**src/hw/rtl/sbi_pkg.sv**
```systemverilog
`timescale 1ns / 1ps
// ----------------------------------------------------------------------------
// sbi_pkg
// Shared constants and types for the segment/box intersection pipeline.
// ----------------------------------------------------------------------------
package sbi_pkg;

  localparam int CFG_ADDR_W = 4;
  localparam int CFG_DATA_W = 32;

  // Register indexes (byte address bits [3:2])
  localparam logic [1:0] REG_CORNER0_X = 2'd0;
  localparam logic [1:0] REG_CORNER0_Y = 2'd1;
  localparam logic [1:0] REG_CORNER1_X = 2'd2;
  localparam logic [1:0] REG_CORNER1_Y = 2'd3;

  // Per-stage load enables of the datapath pipeline
  typedef struct packed {
    logic s1;
    logic s2;
    logic s3;
    logic s4;
    logic s5;
  } pipe_en_t;

endpackage

```
**src/hw/rtl/segment_box_intersect.sv**
```systemverilog
`timescale 1ns / 1ps
// ----------------------------------------------------------------------------
// segment_box_intersect
// Segment versus axis-aligned box test with exact rational slab clipping.
// ----------------------------------------------------------------------------
// Accepts one segment per clock while in_stall is low and returns one result
// per segment, in order. The datapath is a five-stage pipeline: coordinate
// differences and range checks, direction normalization, clamping to [0,1],
// four COORD_BITS x COORD_BITS cross multiplications, and the final compare.
// Each stage holds while the one after it is full and stalled, so empty
// stages still take new segments while a result waits on out_stall. Box
// corners must be written over the APB port only while no segment is in
// flight; the block does not enforce it. They apply to the next transfer.
module segment_box_intersect #(
  parameter int COORD_BITS = 16
) (
  input  logic                           clk,
  input  logic                           rst_n,
  // configuration
  input  logic                           psel,
  input  logic                           penable,
  input  logic                           pwrite,
  input  logic [sbi_pkg::CFG_ADDR_W-1:0] paddr,
  input  logic [sbi_pkg::CFG_DATA_W-1:0] pwdata,
  output logic [sbi_pkg::CFG_DATA_W-1:0] prdata,
  output logic                           pready,
  // segment input
  input  logic                           in_valid,
  output logic                           in_stall,
  input  logic signed [COORD_BITS-1:0]   in_start_x,
  input  logic signed [COORD_BITS-1:0]   in_start_y,
  input  logic signed [COORD_BITS-1:0]   in_end_x,
  input  logic signed [COORD_BITS-1:0]   in_end_y,
  // result output
  output logic                           out_valid,
  input  logic                           out_stall,
  output logic                           out_hit,
  output logic                           out_start_inside,
  output logic                           out_end_inside
);
  import sbi_pkg::*;

  logic signed [COORD_BITS-1:0] xlo, xhi, ylo, yhi;
  logic                         v1_r, v2_r, v3_r, v4_r, v5_r;
  pipe_en_t                     en;

  logic [COORD_BITS-1:0] x_lo_num, x_lo_den, x_hi_num, x_hi_den;
  logic [COORD_BITS-1:0] y_lo_num, y_lo_den, y_hi_num, y_hi_den;
  logic                  x_miss, y_miss, xa_in, xb_in, ya_in, yb_in;

  assign pready = 1'b1;

  // Advance a stage when it is empty or the stage after it advances
  always_comb begin
    en.s5 = !v5_r || !out_stall;
    en.s4 = !v4_r || en.s5;
    en.s3 = !v3_r || en.s4;
    en.s2 = !v2_r || en.s3;
    en.s1 = !v1_r || en.s2;
  end

  assign in_stall  = !en.s1;
  assign out_valid = v5_r;

  always_ff @(posedge clk) begin
    if (!rst_n) begin
      v1_r <= 1'b0;
      v2_r <= 1'b0;
      v3_r <= 1'b0;
      v4_r <= 1'b0;
      v5_r <= 1'b0;
    end else begin
      if (en.s1) v1_r <= in_valid;
      if (en.s2) v2_r <= v1_r;
      if (en.s3) v3_r <= v2_r;
      if (en.s4) v4_r <= v3_r;
      if (en.s5) v5_r <= v4_r;
    end
  end

  sbi_cfg #(.COORD_BITS(COORD_BITS)) u_cfg (
    .clk     (clk),
    .rst_n   (rst_n),
    .psel    (psel),
    .penable (penable),
    .pwrite  (pwrite),
    .paddr   (paddr),
    .pwdata  (pwdata),
    .prdata  (prdata),
    .xlo     (xlo),
    .xhi     (xhi),
    .ylo     (ylo),
    .yhi     (yhi)
  );

  sbi_axis #(.COORD_BITS(COORD_BITS)) u_axis_x (
    .clk      (clk),
    .en       (en),
    .a_i      (in_start_x),
    .b_i      (in_end_x),
    .lo_i     (xlo),
    .hi_i     (xhi),
    .t_lo_num (x_lo_num),
    .t_lo_den (x_lo_den),
    .t_hi_num (x_hi_num),
    .t_hi_den (x_hi_den),
    .miss     (x_miss),
    .a_in     (xa_in),
    .b_in     (xb_in)
  );

  sbi_axis #(.COORD_BITS(COORD_BITS)) u_axis_y (
    .clk      (clk),
    .en       (en),
    .a_i      (in_start_y),
    .b_i      (in_end_y),
    .lo_i     (ylo),
    .hi_i     (yhi),
    .t_lo_num (y_lo_num),
    .t_lo_den (y_lo_den),
    .t_hi_num (y_hi_num),
    .t_hi_den (y_hi_den),
    .miss     (y_miss),
    .a_in     (ya_in),
    .b_in     (yb_in)
  );

  sbi_cmp #(.COORD_BITS(COORD_BITS)) u_cmp (
    .clk          (clk),
    .en           (en),
    .x_lo_num     (x_lo_num),
    .x_lo_den     (x_lo_den),
    .x_hi_num     (x_hi_num),
    .x_hi_den     (x_hi_den),
    .y_lo_num     (y_lo_num),
    .y_lo_den     (y_lo_den),
    .y_hi_num     (y_hi_num),
    .y_hi_den     (y_hi_den),
    .x_miss       (x_miss),
    .y_miss       (y_miss),
    .start_in     (xa_in && ya_in),
    .end_in       (xb_in && yb_in),
    .hit          (out_hit),
    .start_inside (out_start_inside),
    .end_inside   (out_end_inside)
  );

endmodule

```
**src/hw/rtl/sbi_cfg.sv**
```systemverilog
`timescale 1ns / 1ps
// ----------------------------------------------------------------------------
// sbi_cfg
// APB register file holding the two box corners; presents the box as
// ordered low/high bounds per axis.
// ----------------------------------------------------------------------------
module sbi_cfg #(
  parameter int COORD_BITS = 16
) (
  input  logic                                 clk,
  input  logic                                 rst_n,
  input  logic                                 psel,
  input  logic                                 penable,
  input  logic                                 pwrite,
  input  logic [sbi_pkg::CFG_ADDR_W-1:0]       paddr,
  input  logic [sbi_pkg::CFG_DATA_W-1:0]       pwdata,
  output logic [sbi_pkg::CFG_DATA_W-1:0]       prdata,
  output logic signed [COORD_BITS-1:0]         xlo,
  output logic signed [COORD_BITS-1:0]         xhi,
  output logic signed [COORD_BITS-1:0]         ylo,
  output logic signed [COORD_BITS-1:0]         yhi
);
  import sbi_pkg::*;

  logic [COORD_BITS-1:0] corner0_x_r;
  logic [COORD_BITS-1:0] corner0_y_r;
  logic [COORD_BITS-1:0] corner1_x_r;
  logic [COORD_BITS-1:0] corner1_y_r;
  logic [1:0]            reg_idx;
  logic                  wr_en;

  assign reg_idx = paddr[3:2];
  assign wr_en   = psel && penable && pwrite;

  always_ff @(posedge clk) begin
    if (!rst_n) begin
      corner0_x_r <= '0;
      corner0_y_r <= '0;
      corner1_x_r <= '0;
      corner1_y_r <= '0;
    end else if (wr_en) begin
      unique case (reg_idx)
        REG_CORNER0_X: corner0_x_r <= pwdata[COORD_BITS-1:0];
        REG_CORNER0_Y: corner0_y_r <= pwdata[COORD_BITS-1:0];
        REG_CORNER1_X: corner1_x_r <= pwdata[COORD_BITS-1:0];
        REG_CORNER1_Y: corner1_y_r <= pwdata[COORD_BITS-1:0];
        default: ;
      endcase
    end
  end

  always_comb begin
    unique case (reg_idx)
      REG_CORNER0_X: prdata = CFG_DATA_W'(corner0_x_r);
      REG_CORNER0_Y: prdata = CFG_DATA_W'(corner0_y_r);
      REG_CORNER1_X: prdata = CFG_DATA_W'(corner1_x_r);
      REG_CORNER1_Y: prdata = CFG_DATA_W'(corner1_y_r);
      default:       prdata = '0;
    endcase
  end

  // Order the corners per axis
  always_comb begin
    if ($signed(corner0_x_r) < $signed(corner1_x_r)) begin
      xlo = $signed(corner0_x_r);
      xhi = $signed(corner1_x_r);
    end else begin
      xlo = $signed(corner1_x_r);
      xhi = $signed(corner0_x_r);
    end
    if ($signed(corner0_y_r) < $signed(corner1_y_r)) begin
      ylo = $signed(corner0_y_r);
      yhi = $signed(corner1_y_r);
    end else begin
      ylo = $signed(corner1_y_r);
      yhi = $signed(corner0_y_r);
    end
  end

endmodule

```
**src/hw/rtl/sbi_axis.sv**
```systemverilog
`timescale 1ns / 1ps
// ----------------------------------------------------------------------------
// sbi_axis
// One axis of the slab test over three stages: differences and range
// checks, direction normalization, then clamping of the entry and exit
// parameters to [0,1] as fractions num/den with den > 0.
// ----------------------------------------------------------------------------
module sbi_axis #(
  parameter int COORD_BITS = 16
) (
  input  logic                         clk,
  input  sbi_pkg::pipe_en_t            en,
  input  logic signed [COORD_BITS-1:0] a_i,
  input  logic signed [COORD_BITS-1:0] b_i,
  input  logic signed [COORD_BITS-1:0] lo_i,
  input  logic signed [COORD_BITS-1:0] hi_i,
  output logic [COORD_BITS-1:0]        t_lo_num,
  output logic [COORD_BITS-1:0]        t_lo_den,
  output logic [COORD_BITS-1:0]        t_hi_num,
  output logic [COORD_BITS-1:0]        t_hi_den,
  output logic                         miss,
  output logic                         a_in,
  output logic                         b_in
);
  import sbi_pkg::*;

  localparam int W = COORD_BITS;

  // stage 1
  logic                a_in1_r, b_in1_r;
  logic signed [W:0]   d1_r, n1_1_r, n2_1_r;
  logic signed [W:0]   a_ext, b_ext, lo_ext, hi_ext;
  // stage 2
  logic                a_in2_r, b_in2_r, zero2_r;
  logic [W-1:0]        mag2_r;
  logic signed [W:0]   f1_2_r, f2_2_r;
  logic signed [W:0]   d_neg, n1_neg, n2_neg;
  logic                dir_neg;
  // stage 3
  logic                a_in3_r, b_in3_r, miss3_r;
  logic [W-1:0]        lo_num3_r, lo_den3_r, hi_num3_r, hi_den3_r;
  logic signed [W:0]   mag_ext;

  assign a_ext  = {a_i[W-1], a_i};
  assign b_ext  = {b_i[W-1], b_i};
  assign lo_ext = {lo_i[W-1], lo_i};
  assign hi_ext = {hi_i[W-1], hi_i};

  always_ff @(posedge clk) begin
    if (en.s1) begin
      a_in1_r <= (a_i >= lo_i) && (a_i <= hi_i);
      b_in1_r <= (b_i >= lo_i) && (b_i <= hi_i);
      d1_r    <= b_ext - a_ext;
      n1_1_r  <= lo_ext - a_ext;
      n2_1_r  <= hi_ext - a_ext;
    end
  end

  // Flip the axis when the segment runs backward so the denominator is positive
  assign dir_neg = d1_r[W];
  assign d_neg   = -d1_r;
  assign n1_neg  = -n1_1_r;
  assign n2_neg  = -n2_1_r;

  always_ff @(posedge clk) begin
    if (en.s2) begin
      a_in2_r <= a_in1_r;
      b_in2_r <= b_in1_r;
      zero2_r <= (d1_r == '0);
      mag2_r  <= dir_neg ? d_neg[W-1:0] : d1_r[W-1:0];
      f1_2_r  <= dir_neg ? n2_neg : n1_1_r;
      f2_2_r  <= dir_neg ? n1_neg : n2_1_r;
    end
  end

  assign mag_ext = $signed({1'b0, mag2_r});

  always_ff @(posedge clk) begin
    if (en.s3) begin
      a_in3_r <= a_in2_r;
      b_in3_r <= b_in2_r;
      if (zero2_r) begin
        // no motion on this axis: plain range check of the start point
        miss3_r   <= !a_in2_r;
        lo_num3_r <= '0;
        lo_den3_r <= W'(1);
        hi_num3_r <= W'(1);
        hi_den3_r <= W'(1);
      end else begin
        miss3_r <= f2_2_r[W] || (f1_2_r > mag_ext);
        if (f1_2_r[W]) begin
          lo_num3_r <= '0;
          lo_den3_r <= W'(1);
        end else begin
          lo_num3_r <= f1_2_r[W-1:0];
          lo_den3_r <= mag2_r;
        end
        if (f2_2_r >= mag_ext) begin
          hi_num3_r <= W'(1);
          hi_den3_r <= W'(1);
        end else begin
          hi_num3_r <= f2_2_r[W-1:0];
          hi_den3_r <= mag2_r;
        end
      end
    end
  end

  assign t_lo_num = lo_num3_r;
  assign t_lo_den = lo_den3_r;
  assign t_hi_num = hi_num3_r;
  assign t_hi_den = hi_den3_r;
  assign miss     = miss3_r;
  assign a_in     = a_in3_r;
  assign b_in     = b_in3_r;

endmodule

```
**src/hw/rtl/sbi_cmp.sv**
```systemverilog
`timescale 1ns / 1ps
// ----------------------------------------------------------------------------
// sbi_cmp
// Cross-axis interval overlap: cross-multiplies the clamped parameters of
// both axes, then forms the hit and inside flags.
// ----------------------------------------------------------------------------
module sbi_cmp #(
  parameter int COORD_BITS = 16
) (
  input  logic                  clk,
  input  sbi_pkg::pipe_en_t     en,
  input  logic [COORD_BITS-1:0] x_lo_num,
  input  logic [COORD_BITS-1:0] x_lo_den,
  input  logic [COORD_BITS-1:0] x_hi_num,
  input  logic [COORD_BITS-1:0] x_hi_den,
  input  logic [COORD_BITS-1:0] y_lo_num,
  input  logic [COORD_BITS-1:0] y_lo_den,
  input  logic [COORD_BITS-1:0] y_hi_num,
  input  logic [COORD_BITS-1:0] y_hi_den,
  input  logic                  x_miss,
  input  logic                  y_miss,
  input  logic                  start_in,
  input  logic                  end_in,
  output logic                  hit,
  output logic                  start_inside,
  output logic                  end_inside
);
  import sbi_pkg::*;

  localparam int PW = 2 * COORD_BITS;

  logic [PW-1:0] xlo_yhi_r, yhi_xlo_r, ylo_xhi_r, xhi_ylo_r;
  logic          miss4_r, start_in4_r, end_in4_r;
  logic          hit5_r, start_in5_r, end_in5_r;

  // x entry <= y exit and y entry <= x exit, by cross-multiplication
  always_ff @(posedge clk) begin
    if (en.s4) begin
      xlo_yhi_r   <= PW'(x_lo_num) * PW'(y_hi_den);
      yhi_xlo_r   <= PW'(y_hi_num) * PW'(x_lo_den);
      ylo_xhi_r   <= PW'(y_lo_num) * PW'(x_hi_den);
      xhi_ylo_r   <= PW'(x_hi_num) * PW'(y_lo_den);
      miss4_r     <= x_miss || y_miss;
      start_in4_r <= start_in;
      end_in4_r   <= end_in;
    end
  end

  always_ff @(posedge clk) begin
    if (en.s5) begin
      hit5_r      <= start_in4_r || end_in4_r ||
                     (!miss4_r && (xlo_yhi_r <= yhi_xlo_r) && (ylo_xhi_r <= xhi_ylo_r));
      start_in5_r <= start_in4_r;
      end_in5_r   <= end_in4_r;
    end
  end

  assign hit          = hit5_r;
  assign start_inside = start_in5_r;
  assign end_inside   = end_in5_r;

endmodule
```
**config.mk**
```make
export PLATFORM = sky130hd
export DESIGN_NAME = segment_box_intersect
export DESIGN_NICKNAME = d
export VERILOG_FILES = /design/src/hw/rtl/sbi_pkg.sv /design/src/hw/rtl/segment_box_intersect.sv /design/src/hw/rtl/sbi_cfg.sv /design/src/hw/rtl/sbi_axis.sv /design/src/hw/rtl/sbi_cmp.sv
export SDC_FILE = /design/constraint.sdc
export NUM_CORES = 2
export LEC_CHECK = 0
export BUFFER_PORTS_ARGS = -buffer_cell sky130_fd_sc_hd__buf_2
export CAP_MARGIN = 30
export CORE_MARGIN = 4
export CORE_UTILIZATION = 25
export DETAILED_ROUTE_END_ITERATION = 10
export MAX_ROUTING_LAYER = met4
export PLACE_DENSITY = 0.37
export SYNTH_ARGS = -nofsm -noshare
export SYNTH_HDL_FRONTEND = slang
export SYNTH_SLANG_ARGS = --single-unit
```
**constraint.sdc**
```tcl
create_clock -name clk -period 11.32 [get_ports clk]
set_input_delay 1.132 -clock clk [delete_from_list [all_inputs] [get_ports clk]]
set_output_delay 1.132 -clock clk [all_outputs]
set_load 0.01 [all_outputs]
```
==> run_summary.xml <==
<?xml version="1.0" encoding="UTF-8"?>
<metrics>
  <group name="floorplan">
    <metric name="ioPinCount" unit="">145</metric>
    <metric name="placeableCoreArea" unit="sq um">263000</metric>
    <metric name="initial_utilization" unit="%">25.1</metric>
    <metric name="die_area" unit="sq um">272000</metric>
    <metric name="fp-row-count" unit="">188</metric>
    <metric name="die-height" unit="microns">522</metric>
    <metric name="die_w" unit="microns">522</metric>
  </group>
  <group name="place">
    <metric name="io_buffers" unit="">109</metric>
    <metric name="hpwl" unit="microns">160000</metric>
    <metric name="place.gp.congestion" unit="">0.839</metric>
  </group>
  <group name="route">
    <metric name="routed_wirelength" unit="microns">200000</metric>
    <metric name="detailedRoute.firstPassIterationCount" unit="">6</metric>
    <metric name="sum_of_met2_wire_segment_lengths_after_detailed_routing" unit="microns">96800</metric>
    <metric name="ant_nets" unit="">0</metric>
    <metric name="wl_per_cell" unit="microns">19.3</metric>
    <metric name="drt_iter0_markers" unit="">2320</metric>
    <metric name="met1_length" unit="microns">92000</metric>
    <metric name="post-route-drc-count" unit="">0</metric>
    <metric name="via_count" unit="">46800</metric>
    <metric name="post_drt_via_cell_ratio" unit="">4.52</metric>
    <metric name="top_layer" unit="">met4</metric>
    <metric name="dr_wl_met3" unit="microns">6210</metric>
  </group>
  <group name="timing">
    <metric name="layout_min_cycle_time" unit="ns">7.45</metric>
    <metric name="setup_total_negative_slack" unit="ns">0</metric>
    <metric name="grt_setup_unrepaired" unit="">false</metric>
    <metric name="final.setup_skew" unit="ns">0.0592</metric>
    <metric name="setup_viol_count_final" unit="">0</metric>
    <metric name="slew_headroom" unit="%">29.5</metric>
    <metric name="final-max-slew-violation-count" unit="">0</metric>
    <metric name="finalHoldViolations" unit="">0</metric>
    <metric name="max_freq" unit="GHz">0.134</metric>
    <metric name="period_share" unit="%">65.8</metric>
    <metric name="worst_slew_pin_slew" unit="ns">1.05</metric>
  </group>
  <group name="yosys">
    <metric name="post_synth_num_cell_types" unit="">78</metric>
    <metric name="proportion_of_synthesized_chip_area_in_sequential_cells" unit="%">24.0</metric>
    <metric name="synth.top_cell.area_share" unit="%">23.7</metric>
    <metric name="synth_area_leaders" unit="">fa_1 24%, edfxtp_1 22%, ha_1 14%, inv_1 6.4%, and2_1 5.3%</metric>
    <metric name="post_synth_instance_area" unit="sq um">65900</metric>
    <metric name="share_of_synthesized_registers_carrying_an_async_set_or_reset" unit="%">0</metric>
    <metric name="commonest_cells_in_the_netlist" unit="">1127 x inv_1, 869 x nand2_1, 782 x fa_1</metric>
    <metric name="synth.yosys.warnings" unit="">0</metric>
    <metric name="synth_flop_cell" unit="">edfxtp_1</metric>
    <metric name="syn_area_per_cell" unit="sq um">9.72</metric>
    <metric name="leading_cell_type_by_number_of_instances_after_synthesis" unit="">inv_1</metric>
    <metric name="ys_seq_elements" unit="">549</metric>
    <metric name="post-synth-top-area-cell" unit="">fa_1</metric>
    <metric name="synth_cells" unit="">6783</metric>
    <metric name="synth-edff-count" unit="">480</metric>
  </group>
  <group name="min_path">
    <metric name="endpoint_worst_hold" unit="">u_axis_x.b_in</metric>
    <metric name="min_from" unit="">u_axis_x.b_in2_r</metric>
    <metric name="hold_depth" unit="">0</metric>
    <metric name="worst_min_delay_path_category" unit="">reg2reg</metric>
  </group>
  <group name="cts">
    <metric name="clock-sinks" unit="">549</metric>
    <metric name="holdBufCountCts" unit="">0</metric>
    <metric name="cts_root_buffer" unit="">clkbuf_16</metric>
    <metric name="cts_buffer_depth" unit="">3</metric>
    <metric name="postCtsSetupRepairBufs" unit="">0</metric>
    <metric name="cts_tree" unit="">done</metric>
    <metric name="ctsHtreeMaxLevel" unit="">3</metric>
    <metric name="clk_pin_slew" unit="ns">0.06</metric>
    <metric name="total_cts_buffers" unit="">71</metric>
    <metric name="cts-resized-gates" unit="">0</metric>
    <metric name="worst_skew_pair.late_latency" unit="ns">0.69</metric>
  </group>
  <group name="status">
    <metric name="status" unit="">finished, final reports clean</metric>
  </group>
  <group name="global_route">
    <metric name="track_usage" unit="%">15.2</metric>
    <metric name="largest_net_degree_at_the_start_of_global_routing" unit="">80</metric>
    <metric name="grt_pass1_vias" unit="">49400</metric>
    <metric name="grt_first_pass_wirelength" unit="microns">310000</metric>
    <metric name="grt_antenna_before_repair" unit="">13</metric>
    <metric name="residual_overflow_from_global_routing" unit="">0</metric>
  </group>
  <group name="setup_path">
    <metric name="worst_setup_sp_type" unit="">register</metric>
    <metric name="critPathRequiredTime" unit="ns">11.70</metric>
    <metric name="cp.arrival" unit="ns">7.82</metric>
    <metric name="reg2reg_slack" unit="ns">3.87</metric>
    <metric name="worstPathMaxFanout" unit="">16</metric>
    <metric name="r2r-start" unit="">u_axis_x.t_hi_num[9]</metric>
    <metric name="timing_worst_setup_path_type" unit="">reg2reg</metric>
    <metric name="critical_path.endpoint_type" unit="">register</metric>
    <metric name="r2r_cells" unit="">22</metric>
    <metric name="rr_endpoint" unit="">u_cmp.xhi_ylo_r[31]</metric>
  </group>
  <group name="layout">
    <metric name="filler_cell_count" unit="">28000</metric>
    <metric name="fraction_of_final_layout_cells_sized_beyond_drive_strength_1" unit="%">6.01</metric>
    <metric name="nNetsFinal" unit="">8415</metric>
    <metric name="synthToLayoutAreaGrowth" unit="%">10.4</metric>
  </group>
  <group name="run">
    <metric name="drv.max_cap_violation_count" unit="">0</metric>
  </group>
</metrics>
-- cell families after synthesis --
group | share of synthesized area, %
buffers and inverters | 7.93
adders and majority gates | 37.8
and+or+nand+nor | 15.6
other | 0.0114
DFF | 24.0
AOI/OAI and AO/OA | 8.51
xor gates and xnor gates | 3.55
muxes | 2.65
-- final cells by class --
cell class	instances	area, sq um	share of cell area (%)
multi-input cells	4876	45000	61.9
repair buffers	159	946	1.30
well taps	3515	4400	6.04
clock inverters	41	517	0.710
flip-flops and latches	549	15800	21.7
clock buffers	84	1830	2.51
diodes	9	22.5	0.0309
inverters	1127	4240	5.83
-- worst max path at each step --
| stage | cells past startpoint | to | slack [ns] | from |
|---|---|---|---|---|
| floorplan | 22 | u_cmp.xhi_ylo_r[31] | 5.12 | u_axis_x.t_hi_num[10] |
| global placement | 20 | u_cmp.xhi_ylo_r[31] | 3.95 | u_axis_x.t_hi_num[11] |
| detailed placement | 22 | u_cmp.xhi_ylo_r[31] | 3.88 | u_axis_x.t_hi_num[10] |
| CTS | 22 | u_cmp.xhi_ylo_r[31] | 3.86 | u_axis_x.t_hi_num[9] |
| global route | 22 | u_cmp.xhi_ylo_r[31] | 3.43 | u_axis_x.t_hi_num[9] |
| finish | 22 | u_cmp.xhi_ylo_r[31] | 3.87 | u_axis_x.t_hi_num[9] |
-- cell usage in the layout, fill, tap and decap left out, drive strengths merged, types with 69 or more instances in the layout --
cell / count
inv: 1134
nand2: 869
fa: 782
ha: 742
and2: 562
edfxtp: 480
a21oi: 215
xnor2: 189
nor2: 162
buf: 159
a21o: 156
o21ai: 139
nand4: 103
nor3: 101
mux2: 89
clkbuf: 84
nand3: 82
xor2: 78
a21boi: 76
dfxtp: 69
-- stage by stage --
stage	instances	hold slack [ns]	instance area, sq um	setup WS [ns]	util [%]
after CTS	10400	0.420	72800	3.86	27.7
final	10400	0.418	72800	3.87	27.7
after floorplan	6798	0.400	66000	5.12	-
after detailed placement	10200	0.406	70400	3.88	26.8
after global placement	10200	0.405	70400	3.95	26.8
after global routing	10400	0.434	72800	3.43	27.7
-- state kept, by name, summed over array words and instances, names as in the netlist, 17 cells and up --
register / count
u_axis_y.f1_2_r: 17
u_axis_y.n2_1_r: 17
u_axis_x.n2_1_r: 17
u_axis_y.n1_1_r: 17
u_axis_x.d1_r: 17
u_cmp.xlo_yhi_r: 32
u_axis_x.n1_1_r: 17
u_axis_y.d1_r: 17
u_cmp.yhi_xlo_r: 32
u_cmp.xhi_ylo_r: 32
u_axis_x.f2_2_r: 17
u_cmp.ylo_xhi_r: 32
u_axis_x.f1_2_r: 17
u_axis_y.f2_2_r: 17
-- critical path: stages (launching register included) --
cell,delay (ns)
edfxtp_1,0.91
nand2_1,0.17
fa_1,0.53
fa_1,0.56
inv_1,0.06
fa_1,0.50
inv_1,0.05
fa_1,0.53
inv_1,0.05
fa_1,0.47
inv_1,0.05
fa_1,0.47
inv_1,0.04
ha_1,0.22
a21oi_1,0.28
o221ai_1,0.17
a21o_1,0.24
a2111oi_0,0.48
buf_4,0.23
nor2_1,0.10
a2111oi_0,0.40
nor3_1,0.13
xnor2_1,0.53
-- per-layer routing --
metal,global-route usage [%],vias to the layer above
li1,-,22200
met1,20.1,23600
met2,25.2,829
met3,1.38,177
met4,3.62,0
met5,-,-
Power is not shown: default switching activity piles up to over one toggle a cycle in this logic, so the estimate is an artifact.
